[config.mk]
export PLATFORM = sky130hd
export DESIGN_NAME = integer_to_ascii_formatter_unit
export DESIGN_NICKNAME = d
export VERILOG_FILES = /design/src/design/i2a_pkg.sv /design/src/design/integer_to_ascii_formatter_unit.sv /design/src/design/i2a_front.sv /design/src/design/i2a_queue.sv /design/src/design/i2a_back.sv
export SDC_FILE = /design/constraint.sdc
export NUM_CORES = 1
export LEC_CHECK = 0
export ABC_AREA = 1
export BUFFER_PORTS_ARGS = -buffer_cell sky130_fd_sc_hd__buf_2
export CORE_MARGIN = 2
export CORE_UTILIZATION = 61
export CTS_BUF_LIST = sky130_fd_sc_hd__clkbuf_8
export CTS_CLUSTER_DIAMETER = 80
export CTS_CLUSTER_SIZE = 12
export DETAILED_ROUTE_END_ITERATION = 10
export PLACE_DENSITY = 0.86
export SLEW_MARGIN = 20
export SYNTH_ARGS = -nofsm -noshare
export SYNTH_HDL_FRONTEND = slang
export SYNTH_SLANG_ARGS = --single-unit
[constraint.sdc]
create_clock -name clk -period 5.65 [get_ports clk]
set_input_delay 0.565 -clock clk [delete_from_list [all_inputs] [get_ports clk]]
set_output_delay 0.565 -clock clk [all_outputs]
set_load 0.02 [all_outputs]
[src/design/i2a_pkg.sv]
`timescale 1ns / 1ps
`default_nettype none
// ----------------------------------------------------------------------------
// i2a_pkg
// shared types, codes and glyph helpers of the integer to ascii formatter
// ----------------------------------------------------------------------------
package i2a_pkg;

    // sizes
    localparam int DIGIT_BUFFER_DEF = 24;
    localparam int QUEUE_DEPTH      = 2;
    localparam int VALUE_W          = 64;
    localparam int PAD_W            = 6;
    localparam int CHAR_W           = 7;
    localparam int BCD_DIGITS       = 20;
    localparam int BCD_W            = BCD_DIGITS * 4;
    localparam int DD_W             = BCD_W + VALUE_W;
    localparam int DD_BITS_PER_STEP = 4;
    localparam int BCD_STEPS        = VALUE_W / DD_BITS_PER_STEP;
    localparam int STEP_W           = $clog2(BCD_STEPS);

    // command codes
    localparam logic [2:0] CMD_SDEC   = 3'd0;
    localparam logic [2:0] CMD_UDEC   = 3'd1;
    localparam logic [2:0] CMD_HEX_UP = 3'd2;
    localparam logic [2:0] CMD_HEX_LO = 3'd3;
    localparam logic [2:0] CMD_OCT    = 3'd4;
    localparam logic [2:0] CMD_PTR    = 3'd5;

    // ascii codes
    localparam logic [CHAR_W-1:0] CH_ZERO   = 7'h30;
    localparam logic [CHAR_W-1:0] CH_MINUS  = 7'h2d;
    localparam logic [CHAR_W-1:0] CH_X      = 7'h78;
    localparam logic [CHAR_W-1:0] CH_ALPHA  = 7'h37;
    localparam logic [CHAR_W-1:0] LOWER_BIT = 7'h20;

    typedef enum logic [1:0] {
        RADIX_DEC,
        RADIX_HEX,
        RADIX_OCT
    } radix_t;

    typedef enum logic [1:0] {
        PFX_NONE,
        PFX_MINUS,
        PFX_HEX
    } prefix_t;

    typedef struct packed {
        radix_t              radix;
        logic                lower;
        prefix_t             prefix;
        logic [PAD_W-1:0]    pad_width;
        logic [VALUE_W-1:0]  mag;
    } job_t;

    typedef enum logic [2:0] {
        ST_IDLE,
        ST_BCD,
        ST_SPLIT,
        ST_PREFIX,
        ST_PAD,
        ST_DIGIT
    } back_state_t;

    // glyph of one digit, letters folded to lower case on request
    function automatic logic [CHAR_W-1:0] digit_char(input logic [3:0] d, input logic lower);
        logic [CHAR_W-1:0] ch;
        if (d < 4'd10)
        begin
            ch = CH_ZERO + {3'b000, d};
        end
        else
        begin
            ch = (CH_ALPHA + {3'b000, d}) | (lower ? LOWER_BIT : '0);
        end
        return ch;
    endfunction

    function automatic logic [1:0] prefix_len(input prefix_t p);
        logic [1:0] n;
        case (p)
            PFX_MINUS: n = 2'd1;
            PFX_HEX:   n = 2'd2;
            default:   n = 2'd0;
        endcase
        return n;
    endfunction

endpackage : i2a_pkg
`default_nettype wire

[src/design/integer_to_ascii_formatter_unit.sv]
`timescale 1ns / 1ps
`default_nettype none
// ----------------------------------------------------------------------------
// integer_to_ascii_formatter_unit
// zero-padded printf-style integer to ascii conversion, one character per item
// ----------------------------------------------------------------------------
// Each input item (command, value, pad_width) produces max(pad_width, natural
// length) output items of one ascii character each, most significant first,
// with last set on the final one; commands 6 and 7 are taken and produce
// nothing. An item is taken from the job queue, converted from binary to bcd
// (four bits a cycle) for the decimal kinds, split one digit per cycle onto
// the digit stack, and then sent one character per cycle through the output
// register whenever out_stall does not hold it. The two-entry job queue lets
// up to two decoded items wait while the formatter is busy.
// ----------------------------------------------------------------------------
module integer_to_ascii_formatter_unit #(
    parameter int DIGIT_BUFFER = i2a_pkg::DIGIT_BUFFER_DEF
) (
    input  wire logic                        clk,
    input  wire logic                        rst_n,
    // input items
    input  wire logic                        in_valid,
    output logic                             in_stall,
    input  wire logic [2:0]                  command,
    input  wire logic [i2a_pkg::VALUE_W-1:0] value,
    input  wire logic [i2a_pkg::PAD_W-1:0]   pad_width,
    // result items
    output logic                             out_valid,
    input  wire logic                        out_stall,
    output logic [i2a_pkg::CHAR_W-1:0]       character,
    output logic                             last
);
    import i2a_pkg::*;

    // front to queue
    logic q_push;
    job_t q_push_job;
    logic q_full;
    // queue to back
    logic q_pop;
    logic q_not_empty;
    job_t q_head;

    // decode command, take sign and magnitude
    i2a_front u_front (
        .in_valid  (in_valid),
        .in_stall  (in_stall),
        .command   (command),
        .value     (value),
        .pad_width (pad_width),
        .q_full    (q_full),
        .q_push    (q_push),
        .q_job     (q_push_job)
    );

    // decoded jobs wait here so the input side keeps moving
    i2a_queue u_queue (
        .clk       (clk),
        .rst_n     (rst_n),
        .push      (q_push),
        .push_job  (q_push_job),
        .full      (q_full),
        .pop       (q_pop),
        .not_empty (q_not_empty),
        .head_job  (q_head)
    );

    // digit conversion and character sequencing
    i2a_back #(
        .DIGIT_BUFFER (DIGIT_BUFFER)
    ) u_back (
        .clk         (clk),
        .rst_n       (rst_n),
        .q_not_empty (q_not_empty),
        .q_head      (q_head),
        .q_pop       (q_pop),
        .out_valid   (out_valid),
        .out_stall   (out_stall),
        .character   (character),
        .last        (last)
    );

endmodule : integer_to_ascii_formatter_unit
`default_nettype wire

[src/design/i2a_front.sv]
`timescale 1ns / 1ps
`default_nettype none
// ----------------------------------------------------------------------------
// i2a_front
// accepts items, decodes the conversion kind and takes the magnitude
// ----------------------------------------------------------------------------
module i2a_front (
    input  wire logic                        in_valid,
    output logic                             in_stall,
    input  wire logic [2:0]                  command,
    input  wire logic [i2a_pkg::VALUE_W-1:0] value,
    input  wire logic [i2a_pkg::PAD_W-1:0]   pad_width,
    input  wire logic                        q_full,
    output logic                             q_push,
    output i2a_pkg::job_t                    q_job
);
    import i2a_pkg::*;

    logic known;

    assign in_stall = q_full;

    always_comb
    begin
        known           = 1'b1;
        q_job.radix     = RADIX_DEC;
        q_job.lower     = 1'b0;
        q_job.prefix    = PFX_NONE;
        q_job.pad_width = pad_width;
        q_job.mag       = value;
        case (command)
            CMD_SDEC:
            begin
                if (value[VALUE_W-1])
                begin
                    q_job.prefix = PFX_MINUS;
                    q_job.mag    = '0 - value;
                end
            end
            CMD_UDEC:   q_job.radix = RADIX_DEC;
            CMD_HEX_UP: q_job.radix = RADIX_HEX;
            CMD_HEX_LO:
            begin
                q_job.radix = RADIX_HEX;
                q_job.lower = 1'b1;
            end
            CMD_OCT:    q_job.radix = RADIX_OCT;
            CMD_PTR:
            begin
                q_job.radix  = RADIX_HEX;
                q_job.lower  = 1'b1;
                q_job.prefix = PFX_HEX;
            end
            default:    known = 1'b0;  // unknown kinds are taken and dropped
        endcase
    end

    assign q_push = in_valid && !q_full && known;

endmodule : i2a_front
`default_nettype wire

[src/design/i2a_queue.sv]
`timescale 1ns / 1ps
`default_nettype none
// ----------------------------------------------------------------------------
// i2a_queue
// short job queue between the decoding front and the formatting back
// ----------------------------------------------------------------------------
module i2a_queue (
    input  wire logic          clk,
    input  wire logic          rst_n,
    input  wire logic          push,
    input  wire i2a_pkg::job_t push_job,
    output logic               full,
    input  wire logic          pop,
    output logic               not_empty,
    output i2a_pkg::job_t      head_job
);
    import i2a_pkg::*;

    localparam int PTR_W = $clog2(QUEUE_DEPTH);
    localparam int CNT_W = $clog2(QUEUE_DEPTH + 1);

    job_t             entry_reg [QUEUE_DEPTH];
    logic [PTR_W-1:0] wr_ptr_reg, wr_ptr_next;
    logic [PTR_W-1:0] rd_ptr_reg, rd_ptr_next;
    logic [CNT_W-1:0] count_reg, count_next;

    assign full      = (count_reg == CNT_W'(QUEUE_DEPTH));
    assign not_empty = (count_reg != '0);
    assign head_job  = entry_reg[rd_ptr_reg];

    always_comb
    begin
        wr_ptr_next = wr_ptr_reg;
        rd_ptr_next = rd_ptr_reg;
        count_next  = count_reg;
        if (push)
        begin
            wr_ptr_next = (wr_ptr_reg == PTR_W'(QUEUE_DEPTH - 1)) ? '0 : wr_ptr_reg + 1'b1;
        end
        if (pop)
        begin
            rd_ptr_next = (rd_ptr_reg == PTR_W'(QUEUE_DEPTH - 1)) ? '0 : rd_ptr_reg + 1'b1;
        end
        if (push && !pop)
        begin
            count_next = count_reg + 1'b1;
        end
        else if (pop && !push)
        begin
            count_next = count_reg - 1'b1;
        end
    end

    always_ff @(posedge clk or negedge rst_n)
    begin
        if (!rst_n)
        begin
            wr_ptr_reg <= '0;
            rd_ptr_reg <= '0;
            count_reg  <= '0;
        end
        else
        begin
            wr_ptr_reg <= wr_ptr_next;
            rd_ptr_reg <= rd_ptr_next;
            count_reg  <= count_next;
        end
    end

    always_ff @(posedge clk)
    begin
        if (push)
        begin
            entry_reg[wr_ptr_reg] <= push_job;
        end
    end

    push_when_full_a: assert property (@(posedge clk) disable iff (!rst_n)
        full |-> !push)
        else $error("job pushed into a full queue");

    pop_when_empty_a: assert property (@(posedge clk) disable iff (!rst_n)
        !not_empty |-> !pop)
        else $error("job popped from an empty queue");

    count_track_a: assert property (@(posedge clk) disable iff (!rst_n)
        (push && !pop) |=> count_reg == $past(count_reg) + 1'b1)
        else $error("queue fill count lost a push");

endmodule : i2a_queue
`default_nettype wire

[src/design/i2a_back.sv]
`timescale 1ns / 1ps
`default_nettype none
// ----------------------------------------------------------------------------
// i2a_back
// digit conversion, digit stack and character sequencer with output register
// ----------------------------------------------------------------------------
module i2a_back #(
    parameter int DIGIT_BUFFER = i2a_pkg::DIGIT_BUFFER_DEF
) (
    input  wire logic                       clk,
    input  wire logic                       rst_n,
    input  wire logic                       q_not_empty,
    input  wire i2a_pkg::job_t              q_head,
    output logic                            q_pop,
    output logic                            out_valid,
    input  wire logic                       out_stall,
    output logic [i2a_pkg::CHAR_W-1:0]      character,
    output logic                            last
);
    import i2a_pkg::*;

    localparam int CW = $clog2(DIGIT_BUFFER + 1);
    localparam int TW = CW + 2;

    back_state_t         state_reg, state_next;
    radix_t              radix_reg, radix_next;
    logic                lower_reg, lower_next;
    prefix_t             prefix_reg, prefix_next;
    logic [PAD_W-1:0]    width_reg, width_next;
    logic [PAD_W-1:0]    pad_reg, pad_next;
    logic                pi_reg, pi_next;
    logic [BCD_W-1:0]    work_reg, work_next;
    logic [VALUE_W-1:0]  bin_reg, bin_next;
    logic [STEP_W-1:0]   step_reg, step_next;
    logic [CW-1:0]       nd_reg, nd_next;
    logic [3:0]          digit_reg [DIGIT_BUFFER];
    logic [3:0]          digit_next [DIGIT_BUFFER];
    logic                valid_reg, valid_next;
    logic [CHAR_W-1:0]   char_reg, char_next;
    logic                last_reg, last_next;

    logic                out_free;
    logic                out_load;
    logic [CHAR_W-1:0]   out_char;
    logic                out_last;
    logic [DD_W-1:0]     dd_out;
    logic [3:0]          split_digit;
    logic [BCD_W-1:0]    split_rest;
    logic [CW-1:0]       nd_inc;
    logic [TW-1:0]       total_len;
    logic [PAD_W-1:0]    pad_calc;

    // four shift-and-adjust steps of the binary to bcd conversion
    function automatic logic [DD_W-1:0] dabble4(input logic [DD_W-1:0] x);
        logic [DD_W-1:0] t;
        t = x;
        for (int s = 0; s < DD_BITS_PER_STEP; s++)
        begin
            for (int k = 0; k < BCD_DIGITS; k++)
            begin
                if (t[VALUE_W + 4*k +: 4] >= 4'd5)
                begin
                    t[VALUE_W + 4*k +: 4] = t[VALUE_W + 4*k +: 4] + 4'd3;
                end
            end
            t = {t[DD_W-2:0], 1'b0};
        end
        return t;
    endfunction

    assign dd_out      = dabble4({work_reg, bin_reg});
    assign split_digit = (radix_reg == RADIX_OCT) ? {1'b0, work_reg[2:0]} : work_reg[3:0];
    assign split_rest  = (radix_reg == RADIX_OCT) ? (work_reg >> 3) : (work_reg >> 4);
    assign nd_inc      = nd_reg + 1'b1;
    assign total_len   = TW'(prefix_len(prefix_reg)) + TW'(nd_inc);
    assign pad_calc    = (TW'(width_reg) > total_len) ? PAD_W'(TW'(width_reg) - total_len) : '0;
    assign out_free    = !valid_reg || !out_stall;

    always_comb
    begin
        state_next  = state_reg;
        radix_next  = radix_reg;
        lower_next  = lower_reg;
        prefix_next = prefix_reg;
        width_next  = width_reg;
        pad_next    = pad_reg;
        pi_next     = pi_reg;
        work_next   = work_reg;
        bin_next    = bin_reg;
        step_next   = step_reg;
        nd_next     = nd_reg;
        digit_next  = digit_reg;
        q_pop       = 1'b0;
        out_load    = 1'b0;
        out_char    = CH_ZERO;
        out_last    = 1'b0;

        case (state_reg)
            ST_IDLE:
            begin
                if (q_not_empty)
                begin
                    q_pop       = 1'b1;
                    radix_next  = q_head.radix;
                    lower_next  = q_head.lower;
                    prefix_next = q_head.prefix;
                    width_next  = q_head.pad_width;
                    pi_next     = 1'b0;
                    nd_next     = '0;
                    step_next   = '0;
                    if (q_head.radix == RADIX_DEC)
                    begin
                        bin_next   = q_head.mag;
                        work_next  = '0;
                        state_next = ST_BCD;
                    end
                    else
                    begin
                        work_next  = BCD_W'(q_head.mag);
                        state_next = ST_SPLIT;
                    end
                end
            end
            ST_BCD:
            begin
                {work_next, bin_next} = dd_out;
                step_next = step_reg + 1'b1;
                if (step_reg == STEP_W'(BCD_STEPS - 1))
                begin
                    state_next = ST_SPLIT;
                end
            end
            ST_SPLIT:
            begin
                // digits come least significant first and stack up
                digit_next[0] = split_digit;
                for (int i = 1; i < DIGIT_BUFFER; i++)
                begin
                    digit_next[i] = digit_reg[i-1];
                end
                work_next = split_rest;
                nd_next   = nd_inc;
                if ((split_rest == '0) || (nd_inc >= CW'(DIGIT_BUFFER)))
                begin
                    pad_next = pad_calc;
                    if (prefix_reg != PFX_NONE)
                    begin
                        state_next = ST_PREFIX;
                    end
                    else if (pad_calc != '0)
                    begin
                        state_next = ST_PAD;
                    end
                    else
                    begin
                        state_next = ST_DIGIT;
                    end
                end
            end
            ST_PREFIX:
            begin
                if (out_free)
                begin
                    out_load = 1'b1;
                    if (prefix_reg == PFX_MINUS)
                    begin
                        out_char = CH_MINUS;
                    end
                    else
                    begin
                        out_char = pi_reg ? CH_X : CH_ZERO;
                    end
                    if ((prefix_reg == PFX_MINUS) || pi_reg)
                    begin
                        state_next = (pad_reg != '0) ? ST_PAD : ST_DIGIT;
                    end
                    else
                    begin
                        pi_next = 1'b1;
                    end
                end
            end
            ST_PAD:
            begin
                if (out_free)
                begin
                    out_load = 1'b1;
                    out_char = CH_ZERO;
                    pad_next = pad_reg - 1'b1;
                    if (pad_reg == PAD_W'(1))
                    begin
                        state_next = ST_DIGIT;
                    end
                end
            end
            ST_DIGIT:
            begin
                if (out_free)
                begin
                    out_load = 1'b1;
                    out_char = digit_char(digit_reg[0], lower_reg);
                    out_last = (nd_reg == CW'(1));
                    for (int i = 0; i < DIGIT_BUFFER - 1; i++)
                    begin
                        digit_next[i] = digit_reg[i+1];
                    end
                    digit_next[DIGIT_BUFFER-1] = 4'd0;
                    nd_next = nd_reg - 1'b1;
                    if (nd_reg == CW'(1))
                    begin
                        state_next = ST_IDLE;
                    end
                end
            end
            default:
            begin
                state_next = ST_IDLE;
            end
        endcase
    end

    // output register
    always_comb
    begin
        valid_next = valid_reg;
        char_next  = char_reg;
        last_next  = last_reg;
        if (out_load)
        begin
            valid_next = 1'b1;
            char_next  = out_char;
            last_next  = out_last;
        end
        else if (!out_stall)
        begin
            valid_next = 1'b0;
        end
    end

    always_ff @(posedge clk or negedge rst_n)
    begin
        if (!rst_n)
        begin
            state_reg <= ST_IDLE;
            valid_reg <= 1'b0;
            nd_reg    <= '0;
            pad_reg   <= '0;
            pi_reg    <= 1'b0;
            step_reg  <= '0;
        end
        else
        begin
            state_reg <= state_next;
            valid_reg <= valid_next;
            nd_reg    <= nd_next;
            pad_reg   <= pad_next;
            pi_reg    <= pi_next;
            step_reg  <= step_next;
        end
    end

    always_ff @(posedge clk)
    begin
        radix_reg  <= radix_next;
        lower_reg  <= lower_next;
        prefix_reg <= prefix_next;
        width_reg  <= width_next;
        work_reg   <= work_next;
        bin_reg    <= bin_next;
        digit_reg  <= digit_next;
        char_reg   <= char_next;
        last_reg   <= last_next;
    end

    assign out_valid = valid_reg;
    assign character = char_reg;
    assign last      = last_reg;

    digit_stack_nonempty_a: assert property (@(posedge clk) disable iff (!rst_n)
        (state_reg == ST_DIGIT) |-> (nd_reg != '0))
        else $error("digit phase entered with an empty digit stack");

    last_ends_item_a: assert property (@(posedge clk) disable iff (!rst_n)
        (out_load && out_last) |=> (state_reg == ST_IDLE))
        else $error("sequencer still busy after the last character");

    bcd_length_a: assert property (@(posedge clk) disable iff (!rst_n)
        (state_reg == ST_BCD && step_reg == STEP_W'(BCD_STEPS - 1)) |=> (state_reg == ST_SPLIT))
        else $error("bcd conversion did not finish on time");

    no_load_while_held_a: assert property (@(posedge clk) disable iff (!rst_n)
        (valid_reg && out_stall) |-> !out_load)
        else $error("output register overwritten while stalled");

endmodule : i2a_back
`default_nettype wire
==> flow_metrics.env <==
export IMPL_status="complete, no violations"
export IMPL_die_area_mm2=0.0502
export IMPL_antenna_found_initial=2
export IMPL_synth_warnings=0
export IMPL_htreeDepth=2
export IMPL_crit_start="u_back.work_reg[72]"
export IMPL_netlist_instances=3717
export IMPL_worst_path_buf_inv=4
export IMPL_fill_cells=3807
export IMPL_grt_pass1_wl_um=112000
export IMPL_netlist_area_mm2=0.0296
export IMPL_tns_ns=0
export IMPL_critPathTopFamily="compound AO/OA/AOI/OAI gates"
export IMPL_groute_usage_overall=0.273
export IMPL_drc_errors=0
export IMPL_place_area_mm2=0.0306
export IMPL_antenna_left=0
export IMPL_hold_viol_final=0
export IMPL_finalNetCount=3953
export IMPL_ys_seq_elements=433
export IMPL_drt_iter0_markers=2576
export IMPL_final_max_slew_viol_count=0
export IMPL_whs_ns=0.131
export IMPL_ioPinCount=87
export IMPL_hold_path_startpoint="pad_width[2]"
export IMPL_synth_distinct_cells=66
export IMPL_grt_setup_unrepaired="false"
export IMPL_synth_edf_count=409
export IMPL_arrival_ns=4.36
export IMPL_r2r_start="u_back.work_reg[72]"
export IMPL_maxClockFrequency_mhz=253
export IMPL_place_congestion=0.937
export IMPL_fin_ws_ns=1.69
export IMPL_relSlewSlack=0.243
export IMPL_fin_area_mm2=0.0313
export IMPL_slowest_delay_ns=0.45
export IMPL_grt_max_degree=104
export IMPL_worst_pin_slew_ns=1.14
export IMPL_holdBufCountCts=1
export IMPL_min_path_type="in -> reg"
export IMPL_seq_area_frac_synth=0.436
export IMPL_vias=25100
export IMPL_postSynthAreaPerCell_um2=7.95
export IMPL_path_cells="inv_1 > ha_1 > nand2_1 > nand2_1 > nor3_1 > a21oi_1 > inv_1 > ha_1 > o21ai_0 > nand2_1 > xor2_1 > ha_1 > inv_1 > o21ai_0 > nand2_1 > xor2_1 > ha_1 > inv_1 > nor2_1 > o21ai_1 > o21ai_0 > a21oi_1"
export IMPL_start_kind="flip-flop"
export IMPL_via_per_inst=5.71
export IMPL_hpwlAfterDp_um=50400
export IMPL_path_class="reg -> reg"
export IMPL_clockRootBuffer="clkbuf_8"
export IMPL_dr_pass1_iters=6
export IMPL_cts_buffers=42
export IMPL_cts_repair_resized=0
export IMPL_async_reset_ff_frac=0.0554
export IMPL_cts_setup_buffers=0
export IMPL_area_growth_pct=5.85
export IMPL_drive_gt1_frac=0.115
export IMPL_cts_tree="yes"
export IMPL_cts_sinks=433
export IMPL_cp_max_fo=4
export IMPL_drt_total_wl_um=69300
export IMPL_numPortBuffers=86
export IMPL_first_global_vias=23100
export IMPL_fp_coreArea_mm2=0.0477
export IMPL_die_x_um=224
export IMPL_initial_core_util=0.619
export IMPL_critPathCaptureType="flip-flop"
export IMPL_required_ns=6.05
export IMPL_min_period_ns=3.96
export IMPL_clock_skew_ns=0.0428
export IMPL_clock_path_buffers=3
export IMPL_drv_cap=0
export IMPL_worst_path_max_delay_cell="edfxtp_1"
export IMPL_worst_skew_pair_late_latency_ns=0.66
export IMPL_setup_viol=0
export IMPL_gr_total_overflow=0
export IMPL_period_share=0.700
export IMPL_ys_flop_type="edfxtp_1"
export IMPL_clkTransAtPathRegs_ns=0.09
export IMPL_largest_register_ffs=150
export IMPL_drt_wirelength_per_cell_um=15.7
export IMPL_synth_fp_nets=3904
export IMPL_rows=80
export IMPL_die_y_um=224
export IMPL_place_ws_ns=1.72
through the flow:
stage | cells | utilization
2_1_floorplan | 3717 | -
3_3_place_gp | 4336 | 0.640
3_5_place_dp | 4336 | 0.640
4_1_cts | 4400 | 0.655
5_1_grt | 4402 | 0.655
6_report | 4402 | 0.655
layout make-up:
type | count | area [um2] | share of cell area
tap | 615 | 769 | 0.0246
inverter | 445 | 1670 | 0.0535
clock inverter | 19 | 105 | 0.00336
multi-input combinational | 2739 | 14700 | 0.469
antenna | 2 | 5.00 | 0.000160
timing repair buffer | 105 | 588 | 0.0188
clock buffer | 44 | 606 | 0.0194
sequential | 433 | 12900 | 0.412
placed cells by master, fill, tap and decap left out, types with 6 or more instances in the layout:
master    count
nand2_1    1196
inv_1       443
edfxtp_1    409
nand3_1     229
nor2_1      228
o21ai_0     158
nand4_1     115
ha_1        108
nand2_2      95
buf_2        86
a21oi_1      82
xor2_1       68
a31oi_1      66
nand3_2      64
o21ai_1      49
clkbuf_8     44
nor3_1       29
and2_1       25
o21ai_2      24
xnor2_1      24
dfrtp_1      23
buf_4        17
nand2_4      16
inv_2        16
nor4_1       16
a21o_1       14
or2_2        12
nand3b_1     10
a31o_2        9
o211ai_1      9
o21a_1        8
and2_4        7
o22ai_1       7
mux2i_1       6
cell usage after synthesis (49+ instances only):
| cell type | instances | area, um2 |
|---|---|---|
| inv_1 | 430 | 1610 |
| nand2_1 | 1198 | 4500 |
| ha_1 | 108 | 1350 |
| nand4_1 | 115 | 719 |
| o21ai_1 | 49 | 245 |
| edfxtp_1 | 409 | 12300 |
| a21oi_1 | 83 | 415 |
| nor2_1 | 232 | 871 |
| o21ai_0 | 158 | 791 |
| nand2_2 | 95 | 594 |
| nand3_1 | 229 | 1150 |
| xor2_1 | 68 | 596 |
| clkbuf_1 | 75 | 282 |
| a31oi_1 | 66 | 413 |
| nand3_2 | 64 | 641 |
path summary, 6_finish.rpt:
path                                                 end  slack [ns]  cells past startpoint
worst max-delay path                 u_back.work_reg[77]        1.69                     22
worst min-delay path            u_queue.entry_reg[1][66]        0.13                      1
worst max register to register       u_back.work_reg[77]        1.69                     22
worst min register to register          u_back.lower_reg        0.51                      2
max in group asynchronous             u_queue.rd_ptr_reg        4.77                      2
min in group asynchronous            u_back.state_reg[0]        0.46                      2
per-layer routing:
layer | vias up | part of all wire | routed length (um) | track usage
met5 | - | 0 | 0 | 0
met4 | 0 | 0.035 | 2410 | 0.104
met3 | 151 | 0.077 | 5300 | 0.0401
met2 | 986 | 0.46 | 32200 | 0.448
met1 | 11500 | 0.42 | 29400 | 0.369
li1 | 12500 | - | - | -
kinds of logic after synthesis:
family,Yosys count,share of synthesized area
AOI/OAI and AO/OA,449,0.0888
and+or+nand+nor,2070,0.321
muxes,8,0.00279
DFF,433,0.436
xor gates and xnor gates,102,0.0339
buffers and inverters,545,0.0703
adders and majority gates,110,0.0471
Power is left out: the tool's default activity adds up to more than one toggle a clock period on the data nets, which glitch-free logic cannot reach.
